**src/hw/rtl/timelapse_shot_sequencer_assert.svh**
```systemverilog
// Assertion macros for the timelapse shot sequencer.
// Included by modules that check their own logic; no other dependencies.
`ifndef TIMELAPSE_SHOT_SEQUENCER_ASSERT_SVH
`define TIMELAPSE_SHOT_SEQUENCER_ASSERT_SVH
`ifndef ASSERT_OFF
// Same-cycle implication, disabled during reset.
`define TSS_ASSERT_IMP(name, clk, rst, ante, cons) \
  name: assert property (@(posedge clk) disable iff (rst) (ante) |-> (cons)) \
    else $error("sequencer check failed");
// Next-cycle implication, disabled during reset.
`define TSS_ASSERT_NXT(name, clk, rst, ante, cons) \
  name: assert property (@(posedge clk) disable iff (rst) (ante) |=> (cons)) \
    else $error("sequencer check failed");
`else
`define TSS_ASSERT_IMP(name, clk, rst, ante, cons)
`define TSS_ASSERT_NXT(name, clk, rst, ante, cons)
`endif
`endif

```
**src/hw/rtl/tss_pkg.sv**
```systemverilog
// Shared types and constants for the timelapse shot sequencer.
// No dependencies.
package tss_pkg;

  localparam int unsigned IntervalW = 22;
  localparam int unsigned ShotsW    = 14;
  localparam int unsigned ExpW      = 10;
  localparam int unsigned SettleW   = 7;
  localparam int unsigned CfgIdxW   = 3;
  localparam int unsigned CfgDataW  = 22;

  typedef logic [IntervalW-1:0] ms_t;
  typedef logic [ShotsW-1:0]    shots_t;
  typedef logic [1:0]           opcode_t;
  typedef logic [2:0]           status_t;
  typedef logic [1:0]           mode_t;
  typedef logic [CfgIdxW-1:0]   cfg_idx_t;
  typedef logic [CfgDataW-1:0]  cfg_data_t;

  localparam opcode_t OP_TICK   = 2'd0;
  localparam opcode_t OP_TOGGLE = 2'd1;
  localparam opcode_t OP_STOP   = 2'd2;

  localparam mode_t MODE_IDLE   = 2'd0;
  localparam mode_t MODE_REST   = 2'd1;
  localparam mode_t MODE_EXPOSE = 2'd2;
  localparam mode_t MODE_PAUSE  = 2'd3;

  localparam status_t ST_IDLE   = 3'd0;
  localparam status_t ST_REST   = 3'd1;
  localparam status_t ST_EXPOSE = 3'd2;
  localparam status_t ST_PAUSE  = 3'd3;
  localparam status_t ST_DONE   = 3'd4;

  localparam cfg_idx_t REG_INTERVAL = 3'd0;
  localparam cfg_idx_t REG_TOTAL    = 3'd1;
  localparam cfg_idx_t REG_BULB     = 3'd2;
  localparam cfg_idx_t REG_EXPOSURE = 3'd3;
  localparam cfg_idx_t REG_SETTLE   = 3'd4;
  localparam cfg_idx_t REG_MAIN     = 3'd5;
  localparam cfg_idx_t REG_REMOTE   = 3'd6;
  localparam cfg_idx_t REG_WIRELESS = 3'd7;

  localparam ms_t              INTERVAL_MIN = 22'd100;
  localparam ms_t              INTERVAL_MAX = 22'd3600000;
  localparam ms_t              INTERVAL_RST = 22'd5000;
  localparam shots_t           SHOT_MAX     = 14'd10000;
  localparam logic [ExpW-1:0]  EXP_MIN      = 10'd1;
  localparam logic [ExpW-1:0]  EXP_MAX      = 10'd900;
  localparam logic [ExpW-1:0]  EXP_RST      = 10'd15;
  localparam logic [SettleW-1:0] SETTLE_MAX = 7'd120;
  localparam ms_t              MS_PER_SEC   = 22'd1000;

endpackage

```
**src/hw/rtl/timelapse_shot_sequencer.sv**
```systemverilog
// Timelapse shot sequencer: intervalometer with quick and bulb shots.
// Depends on tss_pkg and timelapse_shot_sequencer_assert.svh.
//
//  channel  handshake             payload
//  in       in_valid / in_stall   opcode, lock_granted, wireless_press_ok
//  out      out_valid / out_stall hold_*, pulse_*, wireless_*, lock_held, status,
//                                 shots_taken, time_left_ms
//  cfg      cfg_valid / cfg_ready cfg_index, cfg_data
//
// One beat in, one beat out; each item passes through the single update step
// from the state registers into the result register.
// A new beat is taken every cycle while the result register is empty or drained.
// Result is held in its register while out_stall is high; input stalls only then.
// rst (synchronous) returns the mode to idle and the state and configuration registers to their defaults.
// cfg_ready is always high; writes are never stalled.
`include "timelapse_shot_sequencer_assert.svh"
module timelapse_shot_sequencer (
  input  logic              clk,
  input  logic              rst,
  input  logic              in_valid,
  output logic              in_stall,
  input  tss_pkg::opcode_t  opcode,
  input  logic              lock_granted,
  input  logic              wireless_press_ok,
  output logic              out_valid,
  input  logic              out_stall,
  output logic              hold_main,
  output logic              hold_remote,
  output logic              pulse_main,
  output logic              pulse_remote,
  output logic              wireless_shot,
  output logic              wireless_press,
  output logic              wireless_release,
  output logic              lock_held,
  output tss_pkg::status_t  status,
  output tss_pkg::shots_t   shots_taken,
  output tss_pkg::ms_t      time_left_ms,
  input  logic              cfg_valid,
  output logic              cfg_ready,
  input  tss_pkg::cfg_idx_t cfg_index,
  input  tss_pkg::cfg_data_t cfg_data
);
  import tss_pkg::*;

  // configuration
  ms_t                interval_ms;
  shots_t             total_shots;
  logic               bulb_mode;
  logic [ExpW-1:0]    exposure_sec;
  logic [SettleW-1:0] settle_sec;
  logic               main_line_on;
  logic               remote_line_on;
  logic               wireless_on;

  // sequencer state
  mode_t  run_mode, run_mode_next;
  ms_t    elapsed_ms, elapsed_ms_next;
  shots_t shot_count, shot_count_next;
  logic   held_main, held_main_next;
  logic   held_remote, held_remote_next;

  logic in_take;
  logic cfg_take;

  ms_t wait_tgt, exp_tgt, run_tgt, out_tgt, elapsed_sat;
  logic fire_main, fire_remote;
  logic p_main, p_remote, w_shot, w_press, w_rel;
  status_t st;
  ms_t left;
  shots_t shot_inc;

  ms_t                v_int;
  shots_t             v_tot;
  logic [ExpW-1:0]    v_exp;
  logic [SettleW-1:0] v_set;

  assign cfg_ready = 1'b1;
  assign cfg_take  = cfg_valid && cfg_ready;
  assign in_stall  = out_valid && out_stall;
  assign in_take   = in_valid && !in_stall;

  assign v_int = cfg_data[IntervalW-1:0];
  assign v_tot = cfg_data[ShotsW-1:0];
  assign v_exp = cfg_data[ExpW-1:0];
  assign v_set = cfg_data[SettleW-1:0];

  always_ff @(posedge clk) begin
    if (rst) begin
      interval_ms    <= INTERVAL_RST;
      total_shots    <= '0;
      bulb_mode      <= 1'b0;
      exposure_sec   <= EXP_RST;
      settle_sec     <= '0;
      main_line_on   <= 1'b1;
      remote_line_on <= 1'b0;
      wireless_on    <= 1'b0;
    end else if (cfg_take) begin
      unique case (cfg_index)
        REG_INTERVAL: begin
          if (v_int < INTERVAL_MIN) interval_ms <= INTERVAL_MIN;
          else if (v_int > INTERVAL_MAX) interval_ms <= INTERVAL_MAX;
          else interval_ms <= v_int;
        end
        REG_TOTAL:    total_shots <= (v_tot > SHOT_MAX) ? SHOT_MAX : v_tot;
        REG_BULB:     bulb_mode <= cfg_data[0];
        REG_EXPOSURE: begin
          if (v_exp < EXP_MIN) exposure_sec <= EXP_MIN;
          else if (v_exp > EXP_MAX) exposure_sec <= EXP_MAX;
          else exposure_sec <= v_exp;
        end
        REG_SETTLE:   settle_sec <= (v_set > SETTLE_MAX) ? SETTLE_MAX : v_set;
        REG_MAIN:     main_line_on <= cfg_data[0];
        REG_REMOTE:   remote_line_on <= cfg_data[0];
        REG_WIRELESS: wireless_on <= cfg_data[0];
        default: ;
      endcase
    end
  end

  // targets: constant multiplies by 1000, max 3720000 fits in 22 bits
  always_comb begin
    wait_tgt = interval_ms;
    if (bulb_mode) wait_tgt = interval_ms + ms_t'(settle_sec) * MS_PER_SEC;
    exp_tgt = ms_t'(exposure_sec) * MS_PER_SEC;
  end

  // with no channel enabled the main line fires
  assign fire_main   = main_line_on || (!remote_line_on && !wireless_on);
  assign fire_remote = remote_line_on;

  assign run_tgt     = (run_mode == MODE_EXPOSE) ? exp_tgt : wait_tgt;
  assign elapsed_sat = (elapsed_ms >= run_tgt) ? run_tgt : elapsed_ms + ms_t'(1);
  assign shot_inc    = (shot_count < SHOT_MAX) ? shot_count + shots_t'(1) : shot_count;

  always_comb begin
    run_mode_next    = run_mode;
    elapsed_ms_next  = elapsed_ms;
    shot_count_next  = shot_count;
    held_main_next   = held_main;
    held_remote_next = held_remote;
    p_main   = 1'b0;
    p_remote = 1'b0;
    w_shot   = 1'b0;
    w_press  = 1'b0;
    w_rel    = 1'b0;
    unique case (opcode)
      OP_TOGGLE: begin
        if (run_mode == MODE_REST || run_mode == MODE_EXPOSE) begin
          if (run_mode == MODE_EXPOSE) begin
            held_main_next   = 1'b0;
            held_remote_next = 1'b0;
            w_rel            = wireless_on;
          end
          run_mode_next = MODE_PAUSE;
        end else if (run_mode == MODE_PAUSE) begin
          run_mode_next   = MODE_REST;
          elapsed_ms_next = '0;
        end else begin
          run_mode_next   = MODE_REST;
          elapsed_ms_next = '0;
          shot_count_next = '0;
        end
      end
      OP_STOP: begin
        if (run_mode == MODE_EXPOSE) begin
          held_main_next   = 1'b0;
          held_remote_next = 1'b0;
          w_rel            = wireless_on;
        end
        run_mode_next = MODE_IDLE;
      end
      OP_TICK: begin
        if (run_mode == MODE_EXPOSE) begin
          elapsed_ms_next = elapsed_sat;
          if (elapsed_sat >= run_tgt) begin
            held_main_next   = 1'b0;
            held_remote_next = 1'b0;
            w_rel            = wireless_on;
            shot_count_next  = shot_inc;
            run_mode_next    = MODE_REST;
            elapsed_ms_next  = '0;
          end
        end else if (run_mode == MODE_REST) begin
          elapsed_ms_next = elapsed_sat;
          if (elapsed_sat >= run_tgt) begin
            if (total_shots != '0 && shot_count >= total_shots) begin
              run_mode_next = MODE_IDLE;
            end else if (bulb_mode) begin
              // refused start stays saturated and retries next tick
              if (lock_granted) begin
                w_press = wireless_on;
                if (!(wireless_on && !fire_main && !fire_remote && !wireless_press_ok)) begin
                  held_main_next   = fire_main;
                  held_remote_next = fire_remote;
                  run_mode_next    = MODE_EXPOSE;
                  elapsed_ms_next  = '0;
                end
              end
            end else begin
              // quick shot counts even with the lock refused
              p_main          = lock_granted && fire_main;
              p_remote        = lock_granted && fire_remote;
              w_shot          = lock_granted && wireless_on;
              shot_count_next = shot_inc;
              elapsed_ms_next = '0;
            end
          end
        end
      end
      default: ;
    endcase
  end

  assign out_tgt = (run_mode_next == MODE_EXPOSE) ? exp_tgt : wait_tgt;

  always_comb begin
    left = '0;
    unique case (run_mode_next)
      MODE_REST: begin
        st = ST_REST;
        if (elapsed_ms_next < out_tgt) left = out_tgt - elapsed_ms_next;
      end
      MODE_EXPOSE: begin
        st = ST_EXPOSE;
        if (elapsed_ms_next < out_tgt) left = out_tgt - elapsed_ms_next;
      end
      MODE_PAUSE: st = ST_PAUSE;
      default: begin
        st = (total_shots != '0 && shot_count_next >= total_shots) ? ST_DONE : ST_IDLE;
      end
    endcase
  end

  always_ff @(posedge clk) begin
    if (rst) begin
      run_mode    <= MODE_IDLE;
      elapsed_ms  <= '0;
      shot_count  <= '0;
      held_main   <= 1'b0;
      held_remote <= 1'b0;
    end else if (in_take) begin
      run_mode    <= run_mode_next;
      elapsed_ms  <= elapsed_ms_next;
      shot_count  <= shot_count_next;
      held_main   <= held_main_next;
      held_remote <= held_remote_next;
    end
  end

  always_ff @(posedge clk) begin
    if (rst) begin
      out_valid <= 1'b0;
    end else if (in_take) begin
      out_valid <= 1'b1;
    end else if (!out_stall) begin
      out_valid <= 1'b0;
    end
  end

  always_ff @(posedge clk) begin
    if (in_take) begin
      hold_main        <= (run_mode_next == MODE_EXPOSE) && held_main_next;
      hold_remote      <= (run_mode_next == MODE_EXPOSE) && held_remote_next;
      pulse_main       <= p_main;
      pulse_remote     <= p_remote;
      wireless_shot    <= w_shot;
      wireless_press   <= w_press;
      wireless_release <= w_rel;
      lock_held        <= (run_mode_next == MODE_EXPOSE);
      status           <= st;
      shots_taken      <= shot_count_next;
      time_left_ms     <= left;
    end
  end

  `TSS_ASSERT_IMP(a_held_only_exposing, clk, rst, held_main || held_remote, run_mode == MODE_EXPOSE)
  `TSS_ASSERT_IMP(a_lock_means_exposing, clk, rst, out_valid && lock_held, status == ST_EXPOSE)
  `TSS_ASSERT_IMP(a_pulse_while_resting, clk, rst, out_valid && (pulse_main || pulse_remote), status == ST_REST)
  `TSS_ASSERT_NXT(a_take_gives_result, clk, rst, in_take, out_valid)
  `TSS_ASSERT_IMP(a_press_not_with_pulse, clk, rst, out_valid && wireless_press, !wireless_shot && !pulse_main)

endmodule
```
**config.mk**
```make
export PLATFORM = sky130hd
export DESIGN_NAME = timelapse_shot_sequencer
export DESIGN_NICKNAME = d
export VERILOG_FILES = /design/src/hw/rtl/tss_pkg.sv /design/src/hw/rtl/timelapse_shot_sequencer.sv
export VERILOG_INCLUDE_DIRS = /design/src /design/src/hw/rtl
export SDC_FILE = /design/constraint.sdc
export NUM_CORES = 1
export LEC_CHECK = 0
export BUFFER_PORTS_ARGS = -buffer_cell sky130_fd_sc_hd__buf_2
export CORE_UTILIZATION = 61
export CTS_CLUSTER_DIAMETER = 120
export CTS_CLUSTER_SIZE = 16
export DETAILED_ROUTE_END_ITERATION = 7
export GPL_TIMING_DRIVEN = 0
export PLACE_DENSITY = 0.88
export SLEW_MARGIN = 20
export SYNTH_ARGS = -nofsm -noshare
export SYNTH_HDL_FRONTEND = slang
export SYNTH_SLANG_ARGS = --single-unit
```
**constraint.sdc**
```tcl
create_clock -name clk -period 15.79 [get_ports clk]
set_clock_uncertainty 0.15 [all_clocks]
set_input_delay 0.7895 -clock clk [delete_from_list [all_inputs] [get_ports clk]]
set_output_delay 0.7895 -clock clk [all_outputs]
set_load 0.05 [all_outputs]
```
==> run summary, run 1 <==
crit path launch type - flop
CTS tree - yes
critical path's most frequent cell - a21o_1
Syn Std Cell Area - 14820 µm²
RSZ-0062 raised after global routing - no
Critical Path Max Stage Delay - 530 ps
DIE AREA - 24930 µm²
sequential area share after synthesis - 22.75%
placed instance count - 2188
Final Hold Viols - 0
max cap viols - 0
status - finished, final reports clean
Mapped Cells - 1792
Design Power - 1.481 mW
top cells by area, synth - ha_1, dfxtp_1, edfxtp_1
path depth of the worst reg2reg path - 62
Final #Nets - 2167
clock root cell - clkbuf_16
Tot GR Track Use - 40.18%
Clk Latency, worst-skew pair - 450 ps
# rows - 56
Power Density - 90.45 nW/µm²
final slew viol count - 0
1st-iter DRT viols - 1710
Ys Warns - 0
WL/cell - 22.15 µm
kind of critical path - reg2reg
Max Buffers Root-to-Sink - 2
starting density of the core - 62.60%
vias in the first global route - 13840
Post-synth EDFFs - 47
I/O Pins - 84
met1 WL - 20110 µm
Placer Congestion - 1.013
Max Used Layer - met4
Placed Area - 15610 µm²
largest net degree at the start of global routing - 57
CP max-delay cell - fa_1
Sum Neg Setup Slack - 0 ps
Post-route DRC - 0
Hold Path Cell Cnt - 2
Final ANT Viol Nets - 0
die width - 157.9 µm
Net Count, Synth - 2066
core area - 23680 µm²
Yosys reg bits - 145
first-pass GRT wire length - 75960 µm
clock-pin slew on the worst setup and hold paths - 80 ps
Hold Path Class - reg2reg
fmax - 66.01 MHz
fin crit share - 95.95%
Max VDD drop - 73.42 µV
Worst Hold End - interval_ms[15]
via count - 14620
final WL - 49310 µm
Hold WS - 324.6 ps
RR Endpoint - time_left_ms[6]
Pre-Repair DR Iteration Count - 7
post-route cell area - 16380 µm²
die height - 157.9 µm
slew margin rel. - 28.40%
CTS Buf Count - 17
post-DP HPWL - 38750 µm
met3 wire len - 5173 µm
CTS H-Tree Depth - 4
clk sink count - 145
P_leak - 7.058 nW
most common cell in the netlist - ha_1
final std cells w/o fill - 2226
worst-margin pin slew - 1065 ps
syn avg cell area - 8.272 µm²
hold buffers post-CTS - 0
worst path arrival time - 15190 ps
Worst setup EP type - flop
port bufs - 77
fraction of registers with async set/reset - 0%
DR vias/cell - 6.568
top_reg_cell synth - dfxtp_1
final setup fails - 0
layout cells sized above 1 - 9.864%
Req. time, crit path - 15830 ps
Worst Path Max Fanout - 10
Area Overhead vs Synth - 10.47%
initial antenna violation count - 0
largest area contributor in the netlist - ha_1
R2R setup slack - 640 ps
Period minus WS final - 15150 ps
list of most frequent post-synthesis cells - ha_1, a21oi_1, nor2_1
total global routing overflow - 0
met2 wire length - 21700 µm
share of the synthesized area in the top cell type - 16.04%
hold path startpoint - interval_ms[15]
Netlist cell types - 86
Reg-to-Reg Start - settle_sec[1]
[stage by stage]
stage | utilization, % | worst slack (ps)
after floorplan | - | 2288
after global placement | 65.91 | -695.0
after detailed placement | 65.92 | -957.6
after CTS | 68.88 | 37.00
after global routing | 69.14 | 13.13
final | 69.15 | 639.7
[critical path: cells and delay by family, from the launching register on]
kind / cells / cell delay, ps
buffers and inverters: 9 / 1260
AND/OR/NAND/NOR: 11 / 1830
adder cells (fa/ha/maj): 11 / 4190
multiplexers: 3 / 840
AO/OA/AOI/OAI: 26 / 5810
flip-flops: 1 / 470
XOR/XNOR: 2 / 340
[report_power, final]
part           switching, mW  total, mW  internal (mW)
Combinational          0.400      0.622          0.222
Clock                  0.218      0.436          0.218
Sequential            0.0150      0.424          0.409
Total                  0.633       1.48          0.848
[cell type report]
type | instances | area, µm²
multi-input cells | 1439 | 10720
fillers | 1980 | 7306
flip-flops and latches | 145 | 3377
inverters | 119 | 446.7
repair buffers | 83 | 442.9
clock buffers | 17 | 425.4
well taps | 319 | 399.1
plain buffers | 88 | 364.1
clock inverters | 15 | 198.9
diodes | 1 | 2.502
[registers in the layout (all words and copies together) (netlist names), 2 cells and up]
register / count
time_left_ms: 22
status: 3
shot_count: 14
elapsed_ms: 22
exposure_sec: 10
shots_taken: 14
run_mode: 2
total_shots: 14
interval_ms: 22
settle_sec: 7
[metal layers]
metal,vias up,global-route usage [%]
met2,823,63.02
met5,-,0
met1,6869,52.42
met3,165,8.514
met4,0,19.23
li1,6763,-
[placed cells by master (no fill, tap or decap), types with 9 or more instances in the layout]
cell       instances
a211oi_1          18
a21boi_0          12
a21o_1            36
a21oi_1          175
a22oi_1           22
a2bb2oi_1         16
a31oi_1           19
and3_1            12
buf_1             11
buf_2             79
buf_4              9
clkbuf_1          65
clkbuf_16         17
dfxtp_1           95
edfxtp_1          47
fa_1              50
ha_1             189
inv_1            116
mux2_2            17
mux2i_1           32
nand2_1          121
nand2b_1          26
nand3_1           45
nand4_1           31
nor2_1           171
nor2b_1           17
nor3_1            27
nor4_1            16
o211ai_1          12
o21a_1            20
o21ai_0          103
o22ai_1           20
o31ai_1           14
or2_2             10
xnor2_1           47
xor2_1            25
[worst max path at each step]
stage	from	end	slack, ps	cells past startpoint
2_1_floorplan	settle_sec[1]	time_left_ms[3]	2290	64
3_3_place_gp	settle_sec[1]	time_left_ms[21]	-700	63
3_5_place_dp	settle_sec[1]	time_left_ms[6]	-960	63
4_1_cts	settle_sec[2]	time_left_ms[6]	40	62
5_1_grt	settle_sec[1]	time_left_ms[3]	10	62
6_report	settle_sec[1]	time_left_ms[6]	640	62
[timing repair]
item,CTS,global route
pin swaps,2,1
endpoints found under the hold margin,0,0
gates cloned,0,0
gates resized for setup,7,26
setup endpoints to repair,22,22
buffers inserted,6,0
[logic make-up after synthesis]
logic type               synth area share, %
flip-flops                             22.75
AO/OA/AOI/OAI                          24.36
AND/OR/NAND/NOR                        16.58
buffers and inverters                  5.419
adder cells (fa/ha/maj)                22.79
XOR/XNOR                               4.254
other                                0.02530
multiplexers                           3.823
Note: power is estimated with default switching activity, not from simulation.
==> run 2, diff against run 1 <==
--- a/config.mk
+++ b/config.mk
@@ -7,12 +7,12 @@
 export NUM_CORES = 1
 export LEC_CHECK = 0
 export BUFFER_PORTS_ARGS = -buffer_cell sky130_fd_sc_hd__buf_2
-export CORE_UTILIZATION = 61
+export CORE_UTILIZATION = 60
 export CTS_CLUSTER_DIAMETER = 120
 export CTS_CLUSTER_SIZE = 16
 export DETAILED_ROUTE_END_ITERATION = 7
 export GPL_TIMING_DRIVEN = 0
-export PLACE_DENSITY = 0.88
+export PLACE_DENSITY = 0.87
 export SLEW_MARGIN = 20
 export SYNTH_ARGS = -nofsm -noshare
 export SYNTH_HDL_FRONTEND = slang
==> run 2 against run 1 <==
Against the previous run: design area about the same; worst setup slack improved by 55 ps; power decreased by 0.15%; fmax increased by 0.36%; sequential share of layout area about the same; clock power about the same; non-clock buffer count decreased by 1; sequential power about the same; final cell count increased by 0.13%; routed wire length decreased by 0.97%; combinational power decreased by 0.6%; first-iteration DRC count increased by 4.6%; critical path type unchanged; highest routed layer unchanged.
==> run summary, run 2 (synthesis gave the netlist of run 1 again) <==
met1 Use GR - 48.89% (-3.5 points)
I/O Pins - 84 (unchanged)
Power Density - 90.35 nW/µm² (-0.10%)
WL/cell - 21.91 µm (-1.1%)
kind of critical path - reg2reg
slew margin rel. - 28.88% (+0.48 points)
final setup fails - 0 (unchanged)
clock root cell - clkbuf_16
met3 Track Usage GR - 9.273% (+0.76 points)
Worst Hold End - interval_ms[15]
path depth of the worst reg2reg path - 59 (-4.8%)
starting density of the core - 61.14% (-1.5 points)
leading cell type in the layout, fill and taps excluded - ha_1
# rows - 57 (+1.8%)
1st-iter DRT viols - 1789 (+4.6%)
vias in the first global route - 13850 (+0.036%)
final slew viol count - 0 (unchanged)
leading cell types in the layout, fill and taps excluded - ha_1, a21oi_1, nor2_1
Largest regs - elapsed_ms: 22 flops, interval_ms: 22 flops, time_left_ms: 22 flops
initial antenna violation count - 0 (unchanged)
Req. time, crit path - 15820 ps (about the same)
post-route cell area - 16370 µm² (about the same)
layout cells sized above 1 - 9.921% (+0.058 points)
flip-flop and latch area - 3379 µm² (about the same)
R2R setup slack - 690 ps (+50 ps)
Hold Path Cell Cnt - 2 (unchanged)
Ant. Diodes - 0 (-1)
Max VDD drop - 75.08 µV (+2.3%)
DR vias/cell - 6.546 (-0.33%)
largest net degree at the start of global routing - 57 (unchanged)
worst setup margin - 694.2 ps (+54.57 ps)
CP top delay family - compound AO/OA/AOI/OAI gates
Multi-input gate area - 10730 µm² (about the same)
CTS tree - yes
Max Buffers Root-to-Sink - 2 (unchanged)
Critical Path Max Stage Delay - 540 ps (about the same)
die height - 159.2 µm (+0.82%)
Period minus WS final - 15100 ps (-54.57 ps)
final WL - 48830 µm (-0.97%)
via count - 14590 (-0.19%)
CTS Buf Count - 17 (unchanged)
Pre-Repair DR Iteration Count - 6 (-1)
fmax - 66.24 MHz (+0.36%)
RSZ-0062 raised after global routing - no
status - finished, final reports clean
crit path launch type - flop
Final ANT Viol Nets - 0 (unchanged)
Placer Congestion - 0.9871 (-2.6%)
met2 Use GR - 62.08% (-0.94 points)
Worst setup EP type - flop
die width - 159.2 µm (+0.82%)
dpl ws - -774.8 ps (+182.7 ps)
CP max-delay cell - fa_1
Reg-to-Reg Start - settle_sec[2]
Final Hold Viols - 0 (unchanged)
total global routing overflow - 0 (unchanged)
Post-route DRC - 0 (unchanged)
Buf+Inv Stages, Crit Path - 8 (-1)
Final #Nets - 2166 (-0.046%)
worst path arrival time - 15130 ps (-60 ps)
port bufs - 77 (unchanged)
Worst Path Max Fanout - 10 (unchanged)
Hold Path Class - reg2reg
post-DP HPWL - 38430 µm (-0.84%)
# fillers - 2030 (+2.5%)
P_leak - 7.051 nW (about the same)
fin crit share - 95.60% (-0.35 points)
DIE AREA - 25340 µm² (+1.6%)
RR Endpoint - time_left_ms[5]
clk sink count - 145 (unchanged)
Clk Latency, worst-skew pair - 440 ps (about the same)
first-pass GRT wire length - 75890 µm (about the same)
post-layout util - 67.51% (-1.6 points)
Placed Area - 15620 µm² (about the same)
max cap viols - 0 (unchanged)
busiest grt layer - met2
hold buffers post-CTS - 0 (unchanged)
Area Overhead vs Synth - 10.42% (about the same)
clock-pin slew on the worst setup and hold paths - 60 ps (-20 ps)
Sum Neg Setup Slack - 0 ps (unchanged)
Tot GR Track Use - 38.35% (-1.8 points)
CTS H-Tree Depth - 4 (unchanged)
worst-margin pin slew - 1058 ps (-7.187 ps)
core area - 24250 µm² (+2.4%)
hold path startpoint - interval_ms[15]
-- run 2: repair_timing --
item | 4_1_cts | 5_1_grt
endpoints found under the setup margin | 22 | 22
gates resized for setup | 12 | 26
pin swaps | 2 | 2
setup buffers | 4 | 1
-- run 2: final cells by class --
type	instances	share of cell area (%)
buffer	88	2.247
timing repair buffer	82	2.584
multi-input combinational	1439	65.53
inverter	119	2.729
clock buffer	21	3.080
tap	324	2.477
clock inverter	11	0.7109
sequential	145	20.65
-- run 2: worst max path at each step --
| stage | startpoint | to | cells past startpoint |
|---|---|---|---|
| after floorplan | settle_sec[1] | time_left_ms[3] | 64 |
| after CTS | settle_sec[0] | time_left_ms[5] | 64 |
| after global routing | settle_sec[2] | time_left_ms[3] | 64 |
| final | settle_sec[2] | time_left_ms[5] | 59 |
| after global placement | settle_sec[1] | time_left_ms[8] | 60 |
| after detailed placement | settle_sec[1] | time_left_ms[5] | 64 |
-- run 2: worst register-to-register path: cells and delay by family (launching register included) --
| family | cells | cell delay (ps) |
|---|---|---|
| compound gates | 25 | 5630 |
| xor+xnor | 2 | 370 |
| fa+ha+maj | 10 | 4000 |
| buf+inv | 8 | 1380 |
| flops | 1 | 430 |
| mux | 4 | 1220 |
| simple gates | 10 | 1700 |
-- run 2: metrics by stage --
step | hold slack (ps) | std cells | power (mW)
after detailed placement | 343.4 | 2193 | 1.022
after CTS | 363.0 | 2229 | 1.457
after global routing | 380.1 | 2229 | 1.540
after floorplan | 294.7 | 1792 | 0.8697
final | 366.6 | 2229 | 1.479
after global placement | 331.1 | 2193 | 1.007
-- run 2: where the power goes --
part / switching, mW / internal [mW] / leakage, nW
clock network: 0.187 / 0.249 / 0.306
registers: 0.0154 / 0.409 / 1.27
logic: 0.397 / 0.221 / 5.47
-- run 2: layer usage --
layer  up-vias  routed length (µm)
met5         -                   0
met4         0                2253
met3       162                5535
met2       833               21830
met1      6847               19220
li1       6750                   -
